`src/hw/rtl/first_fit_boundary_tag_allocator_macros.svh`:
```
// Assertion macros used by the allocator engine RTL.
`ifndef FIRST_FIT_BOUNDARY_TAG_ALLOCATOR_MACROS_SVH
`define FIRST_FIT_BOUNDARY_TAG_ALLOCATOR_MACROS_SVH

// Same-cycle property, checked outside reset.
`define FFBT_ASSERT(lbl, prop, msg) \
  lbl: assert property (@(posedge clk) disable iff (rst) (prop)) else $error(msg);

// Consequent checked in the cycle after the antecedent.
`define FFBT_ASSERT_NEXT(lbl, ante, cons, msg) \
  lbl: assert property (@(posedge clk) disable iff (rst) (ante) |=> (cons)) else $error(msg);

`endif

```
`src/hw/rtl/ffbt_pkg.sv`:
```
// Shared types and constants of the boundary-tag allocator.
`timescale 1ns / 1ps
`default_nettype none
package ffbt_pkg;

  localparam int HEAP_BYTES_DEF = 65536;
  localparam int OFS_W = 25;
  localparam int REQ_W = 32;
  localparam int IN_OFS_W = 16;
  localparam int OUT_OFS_W = 16;
  localparam int LIVE_W = 17;
  localparam int ALLOC_W = 32;
  localparam int BLK_W = 13;
  localparam int FREE_W = 16;
  localparam int HDR_BYTES = 8;
  localparam int MIN_BLOCK = 16;
  localparam int CMD_DEPTH = 2;
  localparam int RES_DEPTH = 2;

  localparam logic [1:0] REQ_ALLOC = 2'd0;
  localparam logic [1:0] REQ_RELEASE = 2'd1;
  localparam logic [1:0] REQ_PEAK = 2'd2;
  localparam logic [1:0] REQ_CENSUS = 2'd3;

  typedef struct packed {
    logic [1:0]           req_type;
    logic [REQ_W-1:0]     request_bytes;
    logic [IN_OFS_W-1:0]  payload_offset_in;
  } in_item_t;

  typedef struct packed {
    logic                 granted;
    logic [OUT_OFS_W-1:0] payload_offset_out;
    logic [LIVE_W-1:0]    live_byte_count;
    logic [LIVE_W-1:0]    peak_byte_count;
    logic [ALLOC_W-1:0]   allocations_made;
    logic [BLK_W-1:0]     blocks_in_use;
    logic [FREE_W-1:0]    free_byte_total;
    logic [FREE_W-1:0]    largest_free;
  } out_item_t;

  typedef enum logic [2:0] {
    OP_ALLOC,
    OP_RELEASE,
    OP_PEAK,
    OP_CENSUS,
    OP_REPLY
  } op_t;

  typedef struct packed {
    op_t              op;
    logic [OFS_W-1:0] arg;
  } cmd_t;

  typedef enum logic [4:0] {
    S_INIT, S_IDLE,
    S_A_RD, S_A_SZ, S_A_NX, S_A_SPLIT, S_A_S1, S_A_S2, S_A_S3, S_A_DONE,
    S_L_RD, S_L_CHK, S_L_AFT, S_L_SET, S_L_PSZ, S_L_BEF, S_L_MRG, S_L_TAIL,
    S_C_RD, S_C_ACC, S_C_NX,
    S_R0, S_R1, S_R2, S_R3,
    S_P0, S_P1, S_P2,
    S_OUT
  } eng_state_t;

endpackage
`default_nettype wire

```
`src/hw/rtl/ffbt_fifo.sv`:
```
// Small synchronous queue used between the allocator stages.
`timescale 1ns / 1ps
`default_nettype none
module ffbt_fifo #(
  parameter type ITEM_T = logic,
  parameter int DEPTH = ffbt_pkg::CMD_DEPTH
) (
  input  logic  clk,
  input  logic  rst,
  input  logic  push,
  input  ITEM_T din,
  output logic  full,
  input  logic  pop,
  output ITEM_T dout,
  output logic  empty
);
  localparam int PW = (DEPTH > 1) ? $clog2(DEPTH) : 1;
  localparam int CW = $clog2(DEPTH + 1);

  ITEM_T slots [DEPTH];
  logic [PW-1:0] wp;
  logic [PW-1:0] rp;
  logic [CW-1:0] cnt;
  logic do_push;
  logic do_pop;

  assign full = (cnt == CW'(DEPTH));
  assign empty = (cnt == '0);
  assign do_push = push && !full;
  assign do_pop = pop && !empty;
  assign dout = slots[rp];

  always_ff @(posedge clk) begin
    if (do_push) begin
      slots[wp] <= din;
    end
  end

  always_ff @(posedge clk) begin
    if (rst) begin
      wp <= '0;
      rp <= '0;
      cnt <= '0;
    end else begin
      if (do_push) begin
        wp <= (wp == PW'(DEPTH - 1)) ? '0 : wp + PW'(1);
      end
      if (do_pop) begin
        rp <= (rp == PW'(DEPTH - 1)) ? '0 : rp + PW'(1);
      end
      if (do_push && !do_pop) begin
        cnt <= cnt + CW'(1);
      end else if (do_pop && !do_push) begin
        cnt <= cnt - CW'(1);
      end
    end
  end
endmodule
`default_nettype wire

```
`config.mk`:
```
export PLATFORM = sky130hd
export DESIGN_NAME = ffbt_fifo
export DESIGN_NICKNAME = d
export VERILOG_FILES = /design/src/hw/rtl/first_fit_boundary_tag_allocator_macros.svh /design/src/hw/rtl/ffbt_pkg.sv /design/src/hw/rtl/ffbt_fifo.sv
export SDC_FILE = /design/constraint.sdc
export NUM_CORES = 1
export LEC_CHECK = 0
export BUFFER_PORTS_ARGS = -buffer_cell sky130_fd_sc_hd__buf_2
export CAP_MARGIN = 5
export CORE_AREA = 2 2 39 41
export DETAILED_ROUTE_END_ITERATION = 16
export DIE_AREA = 0 0 41 43
export MAX_ROUTING_LAYER = met4
export PLACE_DENSITY = 0.42
export SYNTH_ARGS = -nofsm -noshare
export SYNTH_HDL_FRONTEND = slang
export SYNTH_SLANG_ARGS = --single-unit
```
`constraint.sdc`:
```
create_clock -name clk -period 3 [get_ports clk]
set_clock_uncertainty 0.15 [all_clocks]
set_input_delay 0.6 -clock clk [delete_from_list [all_inputs] [get_ports clk]]
set_output_delay 0.6 -clock clk [all_outputs]
set_load 0.05 [all_outputs]
```
### Word level (Yosys, flattened, before mapping)

Memories as Yosys holds them, arrays and structs flattened. A register that Yosys moved wholly into a read port is not among the register bits.
Cells that the tools add are included.

* RAM bits: 2
* output and inout bits: 3
* input port bits: 5
* memories kept: 1
* flip-flop bits (word level): 4

* muxes and demuxes: 8
* reductions and logical operators: 10
* eq/ne operators: 1
* add/subtract/negate cells: 4

Memories
* slots: depth 2, bits a word 1, rd ports 1, clocked after Yosys merged registers in 1, write ports 1, RTL line ffbt_fifo.sv:20 `ITEM_T slots [DEPTH];`

Operators with widths (number)
* $mux W1: 6
* $logic_and A1 B1 Y1: 4
* $logic_not A1 Y1: 4
* $mux W2: 2
* $add A1 B1 Y1 const B: 2
* $add A2 B1 Y2 const B: 1
* $eq A2 B2 Y1 const B: 1
* $logic_not A2 Y1: 1
* $reduce_bool A2 Y1: 1
* $sub A2 B1 Y2 const B: 1

### Depth between registers and ports, before layout

* depth after elaboration: 7
* mapped depth: 6

### Least setup slack after synthesis

No wires, ideal clock.

* kind: reg2reg
* start: reg cnt[1]
* end: reg cnt[1]
* path slack: 1031 ps
* clock period less this slack: 1969 ps
* arrival: 1750 ps
* stages on the path, launching flop included: 6
* cell sequence: dfxtp_1 -> nor2b_2 -> nor2_1 -> ha_1 -> or3_1 -> a21oi_1

* word-level cells in the longest chain between the ends: 6
* elaborated cells on any way between the ends: 15

RTL lines
* start, declared: RTL line ffbt_fifo.sv:23 `logic [CW-1:0] cnt;`
* start signal, assigned: RTL line ffbt_fifo.sv:52 `cnt <= cnt + CW'(1);`
* start signal, assigned: RTL line ffbt_fifo.sv:54 `cnt <= cnt - CW'(1);`
* $eq A2 B2 Y1 *: RTL line ffbt_fifo.sv:27 `assign full = (cnt == CW'(DEPTH));`
* via full: RTL line ffbt_fifo.sv:12 `output logic full,`
* $logic_not A1 Y1 *: RTL line ffbt_fifo.sv:29 `assign do_push = push && !full;`
* $logic_and A1 B1 Y1 *: RTL line ffbt_fifo.sv:29
* $logic_not A1 Y1: RTL line ffbt_fifo.sv:53 `end else if (do_pop && !do_push) begin`
* $logic_and A1 B1 Y1: RTL line ffbt_fifo.sv:53
* $reduce_bool A2 Y1 (no source line)

Mark *: on every way through the listed nets, which the timed path passes. The rest lies on a longest branch. The select of a mux whose other input is x is not followed.
A chain may end at the register's enable or synchronous reset.

### Worst setup path after layout

* start: reg cnt[1]
* end: out full

* word-level cells in the longest chain between the ends: 1

RTL lines (RTL line)
* $eq A2 B2 Y1: ffbt_fifo.sv:27
* end, declared: ffbt_fifo.sv:12

No other way between the ends.

==> impl_metrics.yaml <==
synthesis:
  netlist_area_um2: 289
  seq_area_frac_synth_pct: 55.4
  synth_commonest_cells: "dfxtp_1, nor2_1, o21ai_0, xor2_1"
  synth.avg_cell_area_um2: 10.3
  yosys.area_share.simple_pct: 16.0
  yosys_warnings: 0
  synth.top_cell.area_share_pct: 34.6
  ys_types: 12
  synth_ff_type: "dfxtp_1"
  yosys.area_share.adder_pct: 4.33
  post-synth-top-area-cell: "dfxtp_1"
  synth_mux_area_share_pct: 3.90
  synth_xor_area_share_pct: 9.09
  synth_top_family_by_area: "simple AND/OR/NAND/NOR gates"
  synth_area_leaders: "dfxtp_1, edfxtp_1, xor2_1"
  synth_compound_area_share_pct: 8.66
  syn_inst: 28
  async_reset_ff_share_pct: 0
  synth_seq_cells: 7
  synth_fp_nets: 34
  synth_edf_count: 2
clock_tree:
  clock_latency_ns: 0.25
  cts_made_buffers: 3
  cts_setup_buffers: 0
  clk_pin_slew_worst_paths_ns: 0.06
  cts.sinks: 7
  clockRootBuffer: "clkbuf_4"
  htreeDepth: 1
  cts_tree: "built"
  cts.path.max_buffers: 2
  ctsHoldBuffers: 0
  cts_resized: 0
global_routing:
  grt_pass1_vias: 225
  grt_pass1_wl_um: 800
  grt_busiest_layer: "met2"
  met2_usage_pct: 10.3
  grt_use_met1_pct: 7.17
  overflow: 0
  track_usage_pct: 7.54
  grt_start_max_net_pins: 6
  met3_usage_pct: 4.71
  antenna_found_initial: 0
die:
  fp.dieArea_mm2: 0.00176
  die_y_um: 43
  initial_core_util_pct: 20.9
  core_mm2: 0.00138
  die_w_um: 41
  ios: 8
  rows: 14
power_and_ir_drop:
  p_leak_nw: 0.166
  vdd_drop_max_v: 0.000291
  p_total_mw: 0.418
  cellPowerDensity_mw_per_mm2: 1130
placement:
  post-place-cells: 51
  io_buffers: 7
  gp_congestion: 0.774
  placed_area_um2: 344
hold_path:
  hp-start: "wp"
  worstHoldPathCells: 2
  hold_path_class: "reg -> reg"
  hold_end: "wp"
detailed_routing:
  initialDrtViolationCount: 3
  antenna_left: 0
  firstDrtPassIters: 3
  vias: 214
  wire_per_inst_um: 9.55
  routed_wl_um: 525
  vias_per_cell: 3.89
  drc_errors: 0
cells_and_area:
  area_growth_pct: 28.1
  fill_cells: 156
  drive_gt1_share_pct: 30.8
  finalNonFillerCells: 55
  nets: 46
  diodes: 0
  final_area_um2: 370
sta:
  maxClockFrequency_mhz: 536
  setup-tns-final_ns: 0
  setup_viol: 0
  tightestPinTransition_ns: 0.305
  period_minus_slack_ns: 1.87
  hold_viol_final: 0
  finalMaxSlewViolations: 0
  slew_headroom_pct: 79.4
  rsz0062_at_grt: "no"
  min_period_over_period_pct: 62.2
  fin_hold_ws_ns: 0.343
run_status:
  outcome: "completed"
setup_path:
  r2r_cells: 5
  r2r-end: "cnt[1]"
  reg2reg_setup_slack_ns: 1.29
  critPathRequiredTime_ns: 2.25
  timing.rr.start: "cnt[1]"
  crit_path_end_kind: "output port"
  startpoint_type: "flop"
  arrival_ns: 1.12
  crit_type: "reg -> out"
  worstPathMaxFanout: 5
job:
  maxCapViolCount: 0
## cells in the final DEF, fill, tap and decap left out
cell / netlist / layout
clkbuf_4: 0 / 3
a21oi_1: 2 / 2
or3_1: 2 / 2
clkbuf_1: 0 / 1
buf_2: 0 / 7
nor2b_2: 1 / 1
inv_1: 2 / 2
o21ai_0: 3 / 3
and2_1: 1 / 1
edfxtp_1: 2 / 2
dfxtp_1: 5 / 5
mux2_2: 1 / 1
xor2_1: 3 / 3
ha_1: 1 / 1
nor2_1: 5 / 5
## power by group
part / switching, mW / internal (mW)
Combinational: 0.125 / 0.0606
Clock: 0.0346 / 0.0508
Sequential: 0.0204 / 0.127
## routing by layer
metal / routed length, um / share of wire [%] / vias up
li1: - / - / 116
met1: 239 / 46 / 93
met2: 250 / 48 / 5
met3: 34 / 6.5 / 0
met4: 0 / 0 / 0
met5: 0 / 0 / -
## critical path, cell delays in order (launching register included)
cell	delay, ns
dfxtp_1	0.37
nor2b_2	0.21
buf_2	0.29
## logic make-up after synthesis
kind of cell             Yosys count
AND/OR/NAND/NOR                    9
flip-flops                         7
AO/OA/AOI/OAI                      5
XOR/XNOR                           3
buffers and inverters              2
multiplexers                       1
adder cells (fa/ha/maj)            1
## worst max-delay path by stage
stage | startpoint | to | cells after the start
after CTS | cnt[1] | full | 2
final | cnt[1] | full | 2
after detailed placement | push | cnt[1] | 6
after global placement | pop | cnt[1] | 5
after global routing | cnt[1] | full | 2
after floorplan | cnt[1] | cnt[1] | 5
## metrics by stage
stage / util [%] / setup WS, ns
after floorplan: - / 1.03
after global placement: 24.9 / 1.16
after detailed placement: 24.9 / 1.09
after CTS: 26.8 / 1.12
after global routing: 26.8 / 1.07
final: 26.8 / 1.13
## area by class of cell
type                       instances  area, um2  share of cell area, %
sequential                         7        160                   43.2
inverter                           2       7.51                   2.03
clock buffer                       4       26.3                   7.09
tap                               16       20.0                   5.41
multi-input combinational         19        121                   32.8
timing repair buffer               7       35.0                   9.46
No activity file was read; power rests on OpenSTA's default activity.
