--- src/hw/rtl/first_fit_boundary_tag_allocator_macros.svh ---
// Assertion macros used by the allocator engine RTL.
`ifndef FIRST_FIT_BOUNDARY_TAG_ALLOCATOR_MACROS_SVH
`define FIRST_FIT_BOUNDARY_TAG_ALLOCATOR_MACROS_SVH

// Same-cycle property, checked outside reset.
`define FFBT_ASSERT(lbl, prop, msg) \
  lbl: assert property (@(posedge clk) disable iff (rst) (prop)) else $error(msg);

// Consequent checked in the cycle after the antecedent.
`define FFBT_ASSERT_NEXT(lbl, ante, cons, msg) \
  lbl: assert property (@(posedge clk) disable iff (rst) (ante) |=> (cons)) else $error(msg);

`endif

--- src/hw/rtl/ffbt_pkg.sv ---
// Shared types and constants of the boundary-tag allocator.
`timescale 1ns / 1ps
`default_nettype none
package ffbt_pkg;

  localparam int HEAP_BYTES_DEF = 65536;
  localparam int OFS_W = 25;
  localparam int REQ_W = 32;
  localparam int IN_OFS_W = 16;
  localparam int OUT_OFS_W = 16;
  localparam int LIVE_W = 17;
  localparam int ALLOC_W = 32;
  localparam int BLK_W = 13;
  localparam int FREE_W = 16;
  localparam int HDR_BYTES = 8;
  localparam int MIN_BLOCK = 16;
  localparam int CMD_DEPTH = 2;
  localparam int RES_DEPTH = 2;

  localparam logic [1:0] REQ_ALLOC = 2'd0;
  localparam logic [1:0] REQ_RELEASE = 2'd1;
  localparam logic [1:0] REQ_PEAK = 2'd2;
  localparam logic [1:0] REQ_CENSUS = 2'd3;

  typedef struct packed {
    logic [1:0]           req_type;
    logic [REQ_W-1:0]     request_bytes;
    logic [IN_OFS_W-1:0]  payload_offset_in;
  } in_item_t;

  typedef struct packed {
    logic                 granted;
    logic [OUT_OFS_W-1:0] payload_offset_out;
    logic [LIVE_W-1:0]    live_byte_count;
    logic [LIVE_W-1:0]    peak_byte_count;
    logic [ALLOC_W-1:0]   allocations_made;
    logic [BLK_W-1:0]     blocks_in_use;
    logic [FREE_W-1:0]    free_byte_total;
    logic [FREE_W-1:0]    largest_free;
  } out_item_t;

  typedef enum logic [2:0] {
    OP_ALLOC,
    OP_RELEASE,
    OP_PEAK,
    OP_CENSUS,
    OP_REPLY
  } op_t;

  typedef struct packed {
    op_t              op;
    logic [OFS_W-1:0] arg;
  } cmd_t;

  typedef enum logic [4:0] {
    S_INIT, S_IDLE,
    S_A_RD, S_A_SZ, S_A_NX, S_A_SPLIT, S_A_S1, S_A_S2, S_A_S3, S_A_DONE,
    S_L_RD, S_L_CHK, S_L_AFT, S_L_SET, S_L_PSZ, S_L_BEF, S_L_MRG, S_L_TAIL,
    S_C_RD, S_C_ACC, S_C_NX,
    S_R0, S_R1, S_R2, S_R3,
    S_P0, S_P1, S_P2,
    S_OUT
  } eng_state_t;

endpackage
`default_nettype wire

--- src/hw/rtl/ffbt_front.sv ---
// Request decoder: checks and classifies requests before they reach the engine.
`timescale 1ns / 1ps
`default_nettype none
module ffbt_front #(
  parameter int HEAP_BYTES = ffbt_pkg::HEAP_BYTES_DEF
) (
  input  ffbt_pkg::in_item_t request,
  output ffbt_pkg::cmd_t     cmd
);
  localparam logic [31:0] TOTAL = 32'((HEAP_BYTES / 8) * 8 - 8);

  logic [32:0] want_raw;
  logic [32:0] want;
  logic [31:0] blk;
  logic        bad_ptr;

  always_comb begin
    want_raw = {1'b0, request.request_bytes} + 33'(ffbt_pkg::HDR_BYTES + 7);
    want = want_raw & ~33'd7;
    if (want < 33'(ffbt_pkg::MIN_BLOCK)) begin
      want = 33'(ffbt_pkg::MIN_BLOCK);
    end
    blk = 32'(request.payload_offset_in) - 32'(ffbt_pkg::HDR_BYTES);
    bad_ptr = (request.payload_offset_in == '0) || (request.payload_offset_in[2:0] != 3'b000)
              || (blk >= TOTAL);
  end

  always_comb begin
    cmd.op = ffbt_pkg::OP_REPLY;
    cmd.arg = '0;
    case (request.req_type)
      ffbt_pkg::REQ_ALLOC: begin
        if (request.request_bytes <= TOTAL) begin
          cmd.op = ffbt_pkg::OP_ALLOC;
          cmd.arg = want[ffbt_pkg::OFS_W-1:0];
        end
      end
      ffbt_pkg::REQ_RELEASE: begin
        if (!bad_ptr) begin
          cmd.op = ffbt_pkg::OP_RELEASE;
          cmd.arg = blk[ffbt_pkg::OFS_W-1:0];
        end
      end
      ffbt_pkg::REQ_PEAK: begin
        cmd.op = ffbt_pkg::OP_PEAK;
      end
      ffbt_pkg::REQ_CENSUS: begin
        cmd.op = ffbt_pkg::OP_CENSUS;
      end
      default: begin
        cmd.op = ffbt_pkg::OP_REPLY;
      end
    endcase
  end
endmodule
`default_nettype wire

--- config.mk ---
export PLATFORM = sky130hd
export DESIGN_NAME = ffbt_front
export DESIGN_NICKNAME = d
export VERILOG_FILES = /design/src/hw/rtl/first_fit_boundary_tag_allocator_macros.svh /design/src/hw/rtl/ffbt_pkg.sv /design/src/hw/rtl/ffbt_front.sv
export SDC_FILE = /design/constraint.sdc
export NUM_CORES = 1
export LEC_CHECK = 0
export BUFFER_PORTS_ARGS = -buffer_cell sky130_fd_sc_hd__buf_2
export CAP_MARGIN = 20
export CORE_MARGIN = 2
export CORE_UTILIZATION = 42
export DETAILED_ROUTE_END_ITERATION = 8
export PLACE_DENSITY = 0.79
export RECOVER_POWER = 25
export SYNTH_ARGS = -nofsm -noshare
export SYNTH_HDL_FRONTEND = slang
export SYNTH_SLANG_ARGS = --single-unit
export TNS_END_PERCENT = 50
--- constraint.sdc ---
create_clock -name vclk -period 3.4
set_clock_uncertainty 0.15 [all_clocks]
set_input_delay 0.68 -clock vclk [all_inputs]
set_output_delay 0.68 -clock vclk [all_outputs]
set_load 0.1 [all_outputs]
==> results.yml, run 1 <==
logic_synthesis:
  ys_seq_area_share_pct: 0
  syn-mean-instance-area_um2: 6.97
  syn_inst: 181
  syn_area_mm2: 0.00126
  synth.distinct_cells: 49
  yosysWarningCount: 0
timing:
  worstEndpointType: "top-level output"
  worstEndpointGrtRepair: "cmd[15]"
die:
  die_y_um: 58.8
  start_util_pct: 45.0
  die_x_um: 58.8
  placementRows: 19
  ios: 78
global_route:
  track_usage_pct: 69.3
  overflow: 44
  grt_max_degree: 13
status:
  firstError: "[ERROR GRT-0232] Routing congestion too high. Check the congestion heatmap in the GUI."
  status: "stopped before the end"
  stop_stage: "5_1_grt"
placed_design:
  port_buffers: 67
  hpwl_um: 5400
  dpl_cell_area_mm2: 0.00257
  gp_congestion: 0.938
cts:
  cts_hold_repair.buffers: 0
==> layer usage <==
metal / global-route usage, % / GRT overflow
met2: 91.7 / 18
met1: 64.6 / 0
met3: 47.9 / 0
met4: 79.5 / 26
met5: 6.35 / 0
==> cells in the mapped netlist, types with 2 or more instances <==
library cell / n / area share [%]
a311oi_1: 2 / 1.4
o22ai_2: 8 / 7.9
nor3_2: 2 / 1.6
and2_1: 2 / 0.99
nand3_1: 10 / 4.0
nand4b_1: 2 / 1.4
xnor2_1: 17 / 12
or4_1: 4 / 2.4
inv_1: 7 / 2.1
a31oi_1: 3 / 1.5
nor2_1: 18 / 5.4
nand2_1: 11 / 3.3
or3_1: 3 / 1.5
a21oi_1: 6 / 2.4
o41ai_1: 2 / 1.4
and3_1: 2 / 0.99
a211oi_1: 3 / 1.8
nor4_1: 5 / 2.5
nand2b_1: 2 / 0.99
xor2_1: 9 / 6.3
nor3_1: 8 / 3.2
o22ai_1: 7 / 3.5
clkbuf_1: 2 / 0.60
buf_4: 12 / 7.1
a311o_1: 2 / 1.6
and4_1: 3 / 2.1
nand4_1: 5 / 2.5
o21ai_0: 3 / 1.2
==> logic make-up after synthesis <==
kind of cell	Yosys count	synth area share, %
other cells	1	0.297
xor+xnor	26	18.1
fa+ha+maj	1	0.992
buf+inv	22	10.7
compound gates	42	26.9
simple gates	89	43.1
==> metrics by stage <==
| stage | setup WS [ps] | cells | utilization (%) | hold slack [ps] |
|---|---|---|---|---|
| after floorplan | -587 | 191 | - | 1410 |
| after global placement | -495 | 353 | 91.7 | 1640 |
| after detailed placement | -700 | 353 | 91.7 | 1640 |
| after CTS | -539 | 357 | 94.3 | 1640 |
==> what timing repair did <==
action                     4_1_cts
pin swaps                        8
resized for setup               11
setup endpoints to repair       16
cloned                           1
setup buffers                    3
==> run 2, diff against run 1 <==
--- a/config.mk
+++ b/config.mk
@@ -7,10 +7,10 @@
 export LEC_CHECK = 0
 export BUFFER_PORTS_ARGS = -buffer_cell sky130_fd_sc_hd__buf_2
 export CAP_MARGIN = 20
-export CORE_MARGIN = 2
-export CORE_UTILIZATION = 42
+export CORE_AREA = 2 2 63 65
 export DETAILED_ROUTE_END_ITERATION = 8
-export PLACE_DENSITY = 0.79
+export DIE_AREA = 0 0 65 67
+export PLACE_DENSITY_LB_ADDON = 0.15
 export RECOVER_POWER = 25
 export SYNTH_ARGS = -nofsm -noshare
 export SYNTH_HDL_FRONTEND = slang
==> constraint.sdc (replaced) <==
create_clock -name vclk -period 4.4
set_clock_uncertainty 0.15 [all_clocks]
set_input_delay 0.88 -clock vclk [all_inputs]
set_output_delay 0.88 -clock vclk [all_outputs]
set_load 0.1 [all_outputs]
==> results.yml, run 2 <==
global_route:
  grt-busiest-layer: "met2"
  antenna_found_initial: 0
  met3_usage_pct: 0.507
  track_usage_pct: 17.5
  met2_usage_pct: 32.6
  grt_use_met1_pct: 23.4
  grt_pass1_wl_um: 6250
  overflow: 0
  grt_pass1_vias: 1462
  grt_max_degree: 14
cts:
  cts_setup_buffers: 0
timing:
  period_share_pct: 97.7
  worst_slack_ps: 102
  fin_setup_tns_ps: 0
  fin_crit_ps: 4300
  max_clock_freq_mhz: 233
  rsz0062_at_grt: "no"
  final-max-slew-violation-count: 0
  worstMarginPinSlew_ps: 1150
  hold_viol: 0
  slew-limit-headroom_pct: 23.5
  setup_violations: 0
cells_and_area:
  fillCellCount: 346
  mostFrequentLayoutCell: "buf_2"
  num-clock-buffers: 0
  seq_area_um2: 0
  seq_cell_count: 0
  diodes: 0
  layout_common_cells: "buf_2, nor2_1, xnor2_1, o22ai_4, buf_12"
  drive_above_1_share_pct: 42.0
  fin_nets: 308
  area_delta_synth_final_pct: 62.6
  multi_input_area_mm2: 0.00135
placed_design:
  post-place-ws_ps: 0.883
  gp_congestion: 0.877
  port_buffers: 67
  hpwl_um: 3410
detailed_routing:
  vias: 1605
  vias_per_cell: 5.30
  drt_iter0_markers: 144
  drc: 0
  wirelength_um: 3860
  postRouteAntennaNets: 0
  avgRoutedWirePerCell_um: 12.7
  drtPass1Iterations: 4
die:
  placementRows: 22
  ios: 78
  die_area_mm2: 0.00436
  core_area_mm2: 0.00361
  die_x_um: 65
  start_util_pct: 35.0
  die_y_um: 67
logic_synthesis:
  yosysWarningCount: 0
  ys_seq_area_share_pct: 0
  netlist.area_leader.share_pct: 11.8
  ys_top_cells_by_count: "nor2_1, xnor2_1, buf_4, nand2_1, nand3_1"
  syn_inst: 181
  synth.distinct_cells: 49
  synth.most_common_cell: "nor2_1"
  syn_area_mm2: 0.00126
  synthTopCellsByArea: "xnor2_1, o22ai_2, buf_4, xor2_1, nor2_1"
  syn-mean-instance-area_um2: 6.97
  synth_largest_area_cell: "xnor2_1"
worst_setup_path:
  crit_fanout: 7
  end_kind: "output pin"
  cp.required_ps: 3370
  arrival_ps: 3270
  path_class: "in -> out"
  worstSetupStartpointType: "primary input"
power:
  powerDensity_mw_per_mm2: 88.8
  p_leak_nw: 0.718
  irDropWorstVdd_mv: 0.0683
worst_hold_path:
  hold_end: "cmd[3]"
  hold_depth: 4
  hold_start: "request[3]"
  min_path_type: "in -> out"
flow_run:
  maxCapViolCount: 0
status:
  status: "finished clean"
[run 2: cell counts after synthesis]
No cell type changed its count.
[run 2: layout make-up]
cell class                      instances  share of cell area, %
Multi-Input combinational cell        170                   65.8
Timing Repair Buffer                   78                   30.0
Inverter                                7                   1.28
Tap cell                               48                   2.93
[run 2: cells by family after synthesis]
kind of cell               share of synthesized area (%)
AOI/OAI and AO/OA                                   26.9
adders and majority gates                          0.992
buffers and inverters                               10.7
other                                              0.297
xor gates and xnor gates                            18.1
and+or+nand+nor                                     43.1
[run 2: where the power goes]
group          internal [mW]  total (mW)  switching (mW)
sequential                 0           0               0
combinational         0.0558       0.182           0.126
clock                      0           0               0
[run 2: repair_timing]
action                     in CTS  in global routing
hold buffers                    0                  0
gates resized for setup         0                  6
setup endpoints to repair       0                 14
[run 2: critical path, stage by stage]
cell      delay (ps)
buf_2            100
inv_1             80
ha_4             150
or4b_4           510
nor2_1           140
xnor2_1          150
a211oi_1          90
a311o_1          390
or2_4            350
o22ai_4          220
buf_12           200
[run 2: per-layer routing]
metal  wire [um]  part of all wire, %
met1        1650                   43
met2        1930                   50
met3         262                  6.8
met4          16                 0.42
met5           0                    0
[run 2: worst max path at each step]
stage | startpoint | to | slack, ps | cells past startpoint
2_1_floorplan | request[4] | cmd[10] | -140 | 9
3_3_place_gp | request[4] | cmd[10] | 50 | 11
3_5_place_dp | request[4] | cmd[14] | 0.9 | 11
4_1_cts | request[4] | cmd[10] | 0.6 | 11
5_1_grt | request[4] | cmd[10] | 4 | 11
6_report | request[4] | cmd[10] | 100 | 11
[run 2: through the flow]
step                hold slack, ps  utilization [%]  instances  power (mW)  area, um2
detailed placement            2040             56.0        302       0.181       2020
global route                  2110             56.9        303       0.193       2050
global placement              2030             56.0        302       0.181       2020
floorplan                     1810                -        191       0.124       1450
CTS                           2040             56.0        302       0.181       2020
finish                        2090             56.9        303       0.182       2050
Note: power is estimated with default switching activity, not from simulation.
==> run 3, diff against run 2 <==
--- a/config.mk
+++ b/config.mk
@@ -5,11 +5,12 @@
 export SDC_FILE = /design/constraint.sdc
 export NUM_CORES = 1
 export LEC_CHECK = 0
+export ABC_AREA = 1
 export BUFFER_PORTS_ARGS = -buffer_cell sky130_fd_sc_hd__buf_2
-export CAP_MARGIN = 20
-export CORE_AREA = 2 2 63 65
+export CAP_MARGIN = 15
+export CORE_MARGIN = 2
+export CORE_UTILIZATION = 39
 export DETAILED_ROUTE_END_ITERATION = 8
-export DIE_AREA = 0 0 65 67
 export PLACE_DENSITY_LB_ADDON = 0.15
 export RECOVER_POWER = 25
 export SYNTH_ARGS = -nofsm -noshare
==> results.yml, run 3 <==
cells_and_area:
  layout_common_cells: "nand2_1, nor2_1, buf_2, inv_1"
  area_delta_synth_final_pct: 18.2
  drive_above_1_share_pct: 22.5
  fillCellCount: 526
  fin_nets: 498
  diodes: 0
  seq_area_um2: 0
  num-clock-buffers: 0
  seq_cell_count: 0
  mostFrequentLayoutCell: "nand2_1"
  fin_cells: 497
global_route:
  grt_max_degree: 15
  antenna_found_initial: 0
  overflow: 0
  grt_pass1_wl_um: 9210
  track_usage_pct: 21.3
  grt_pass1_vias: 2088
flow_run:
  maxCapViolCount: 0
detailed_routing:
  drtPass1Iterations: 4
  wirelength_um: 5570
  drc: 0
  avgRoutedWirePerCell_um: 11.2
  vias_per_cell: 4.82
  vias: 2398
  drt_iter0_markers: 156
  postRouteAntennaNets: 0
status:
  status: "finished clean"
timing:
  slew-limit-headroom_pct: 23.1
  fin_setup_tns_ps: 0
  final-max-slew-violation-count: 0
  fin_crit_ps: 3970
  worst_slack_ps: 427
  worstMarginPinSlew_ps: 1160
  setup_violations: 0
  max_clock_freq_mhz: 252
  rsz0062_at_grt: "no"
  hold_viol: 0
  period_share_pct: 90.3
worst_setup_path:
  crit_fanout: 14
  path_class: "in -> out"
  arrival_ps: 2940
  worstSetupStartpointType: "primary input"
  cp.required_ps: 3370
  end_kind: "output pin"
power:
  powerDensity_mw_per_mm2: 86.4
  p_leak_nw: 1.21
  finalPower_mw: 0.186
  irDropWorstVdd_mv: 0.0710
die:
  start_util_pct: 41.2
  die_x_um: 72.3
  core_area_mm2: 0.00441
  ios: 78
  die_y_um: 72.3
  placementRows: 24
  die_area_mm2: 0.00523
cts:
  cts_resized: 0
  cts_hold_repair.buffers: 0
  cts_setup_buffers: 0
logic_synthesis:
  synth.most_common_cell: "nand2_1"
  netlist.area_leader.share_pct: 27.2
  syn_area_mm2: 0.00182
  ys_top_cells_by_count: "nand2_1, nor2_1, inv_1, nand3_1, nand4_1"
  syn_inst: 384
  syn-mean-instance-area_um2: 4.74
  synth_largest_area_cell: "nand2_1"
  synthTopCellsByArea: "nand2_1, nor2_1, inv_1, nand4_1, nand3_1"
  synth.distinct_cells: 31
  yosysWarningCount: 0
  ys_seq_area_share_pct: 0
placed_design:
  post-place-ws_ps: 437
  hpwl_um: 4870
  dpl.cell_count: 497
  gp_congestion: 0.921
  port_buffers: 67
worst_hold_path:
  min_path_type: "in -> out"
[run 3: worst paths after layout]
path	startpoint	cells past startpoint	slack, ps	to
max	request[3]	13	430	cmd[8]
min	request[48]	4	2100	cmd[25]
[run 3: cell families (layout without fill, tap and decap cells)]
logic type,count (synthesis),count (layout),share of synthesized area [%]
AOI/OAI and AO/OA,7,7,2.13
xor gates and xnor gates,10,10,5.23
adders and majority gates,1,1,0.688
buffers and inverters,70,121,17.3
other,1,11,0.206
and+or+nand+nor,295,295,74.4
[run 3: report_power, final]
group | switching [mW] | leakage [nW] | total [mW] | internal [mW]
sequential | 0 | 0 | 0 | 0
clock | 0 | 0 | 0 | 0
combinational | 0.141 | 1.21 | 0.186 | 0.0453
total | 0.141 | 1.21 | 0.186 | 0.0453
[run 3: cell type report]
| class | instances | area, um2 | share of cell area (%) |
|---|---|---|---|
| inverter | 53 | 199 | 9.25 |
| multi-input combinational | 324 | 1550 | 71.8 |
| tap | 52 | 65.1 | 3.03 |
| timing repair buffer | 68 | 342 | 15.9 |
[run 3: layer usage]
metal	up-vias	GRT usage (%)	wire, um
li1	1309	-	-
met1	1020	28.9	2610
met2	65	38.1	2650
met3	4	1.25	268
met4	0	2.10	36
met5	-	0	0
[run 3: metrics by stage]
stage	area, um2	utilization, %	hold slack (ps)
6_report	2150	48.7	2100
5_1_grt	2150	48.7	2110
4_1_cts	2150	48.8	2010
3_5_place_dp	2150	48.8	2010
3_3_place_gp	2150	48.8	2010
2_1_floorplan	1860	-	1860
[run 3: critical path, cell delays in order]
cell      delay (ps)
buf_2            110
inv_2             80
ha_1             230
nand4_1          160
nor2_1           110
nand2_1           80
nor2_1           120
xor2_1           200
nor2_1            80
nand2_2          200
nand4_1          110
nand2_1          120
clkbuf_2         460
==> run 4, diff against run 3 <==
--- a/config.mk
+++ b/config.mk
@@ -7,12 +7,12 @@
 export LEC_CHECK = 0
 export ABC_AREA = 1
 export BUFFER_PORTS_ARGS = -buffer_cell sky130_fd_sc_hd__buf_2
-export CAP_MARGIN = 15
 export CORE_MARGIN = 2
 export CORE_UTILIZATION = 39
 export DETAILED_ROUTE_END_ITERATION = 8
 export PLACE_DENSITY_LB_ADDON = 0.15
 export RECOVER_POWER = 25
+export SETUP_SLACK_MARGIN = 0.5
 export SYNTH_ARGS = -nofsm -noshare
 export SYNTH_HDL_FRONTEND = slang
 export SYNTH_SLANG_ARGS = --single-unit
==> results.yml, run 4 (synthesis results as in run 3) <==
timing:
  final-max-slew-violation-count: 0
  fin_setup_tns_ps: 0
  period_share_pct: 89.4
  rsz0062_at_grt: "yes"
  setup_violations: 0
  fin_crit_ps: 3930
  max_clock_freq_mhz: 254
  slew-limit-headroom_pct: 22.6
  hold_viol: 0
  worstMarginPinSlew_ps: 1170
die:
  placementRows: 24
  die_area_mm2: 0.00523
  core_area_mm2: 0.00441
  start_util_pct: 41.2
  die_x_um: 72.3
  ios: 78
  die_y_um: 72.3
cells_and_area:
  drive_above_1_share_pct: 23.7
  mostFrequentLayoutCell: "nand2_1"
  seq_cell_count: 0
  num-clock-buffers: 0
  diodes: 0
  area_delta_synth_final_pct: 24.4
  final_util_pct: 51.3
  fin_nets: 500
  layout_common_cells: "nand2_1, nor2_1, buf_2, inv_1"
  seq_area_um2: 0
worst_setup_path:
  cp_top_family: "simple AND/OR/NAND/NOR gates"
  crit_buf_inv: 3
  end_kind: "output pin"
  cp_slowest_cell: "clkbuf_2"
  cp_cell_sequence: "buf_2 -> inv_2 -> ha_2 -> nand4_1 -> nor2_1 -> nand2_1 -> nor2_1 -> xor2_1 -> nor2_2 -> nand2_4 -> nand4_1 -> nand2_1 -> clkbuf_2"
  path_class: "in -> out"
  max_stage_delay_ps: 460
  cp.required_ps: 3370
  worstSetupStartpointType: "primary input"
  crit_fanout: 14
  arrival_ps: 2900
detailed_routing:
  vias: 2445
  wirelength_um: 5520
  postRouteAntennaNets: 0
  drt_iter0_markers: 127
  avgRoutedWirePerCell_um: 11.1
  drc: 0
  drtPass1Iterations: 4
  vias_per_cell: 4.90
flow_run:
  maxCapViolCount: 0
power:
  irDropWorstVdd_mv: 0.0459
  p_leak_nw: 1.25
  powerDensity_mw_per_mm2: 85.5
status:
  status: "finished clean"
global_route:
  grt_pass1_vias: 1934
  track_usage_pct: 19.5
  overflow: 0
  antenna_found_initial: 0
  grt_pass1_wl_um: 8400
  grt_max_degree: 15
placed_design:
  port_buffers: 67
  gp_congestion: 0.903
  hpwl_um: 4650
worst_hold_path:
  min_path_type: "in -> out"
[run 4: cell types whose count changed in the layout (fill, tap and decap cells not counted), sizes merged]
cell / change
buf: +2
[run 4: cell type report]
class                      instances  area (um2)
fill                             508        2150
inverter                          53         199
multi-input combinational        324        1560
tap                               52        65.1
timing repair buffer              70         435
[run 4: metal layers]
metal | track usage (%) | wire [um] | vias up
met4 | 0 | 0 | 0
met2 | 34.9 | 2600 | 90
li1 | - | - | 1310
met1 | 27.6 | 2580 | 1045
met5 | 0 | 0 | -
met3 | 0.972 | 341 | 0
[run 4: repair_timing]
action | 4_1_cts | 5_1_grt
gates cloned | 0 | 0
endpoints found under the setup margin | 15 | 15
hold buffers | 0 | 0
setup buffers | 0 | 1
resized for setup | 7 | 34
pin swaps | 0 | 3
[run 4: tightest hold or removal path, stage by stage]
cell and delay, ps:
buf_2 100, inv_1 80, a21oi_2 40, buf_6 170
[run 4: power breakdown]
group          internal (mW)  switching, mW  total [mW]
Combinational         0.0511          0.142       0.193
Sequential                 0              0           0
Clock                      0              0           0
[run 4: worst paths after layout]
check | from | endpoint | slack [ps] | cells after the start
hold / removal | request[48] | cmd[25] | 2010 | 4
setup / recovery | request[3] | cmd[14] | 470 | 13
[run 4: through the flow]
step / total power [mW] / instance area (um2) / instances / hold slack (ps) / worst slack, ps
global route: 0.209 / 2260 / 499 / 2020 / 320
detailed placement: 0.185 / 2160 / 498 / 2020 / 447
CTS: 0.187 / 2180 / 498 / 2020 / 481
finish: 0.193 / 2260 / 499 / 2010 / 466
global placement: 0.184 / 2160 / 498 / 2020 / 511
floorplan: 0.139 / 1860 / 394 / 1860 / 486
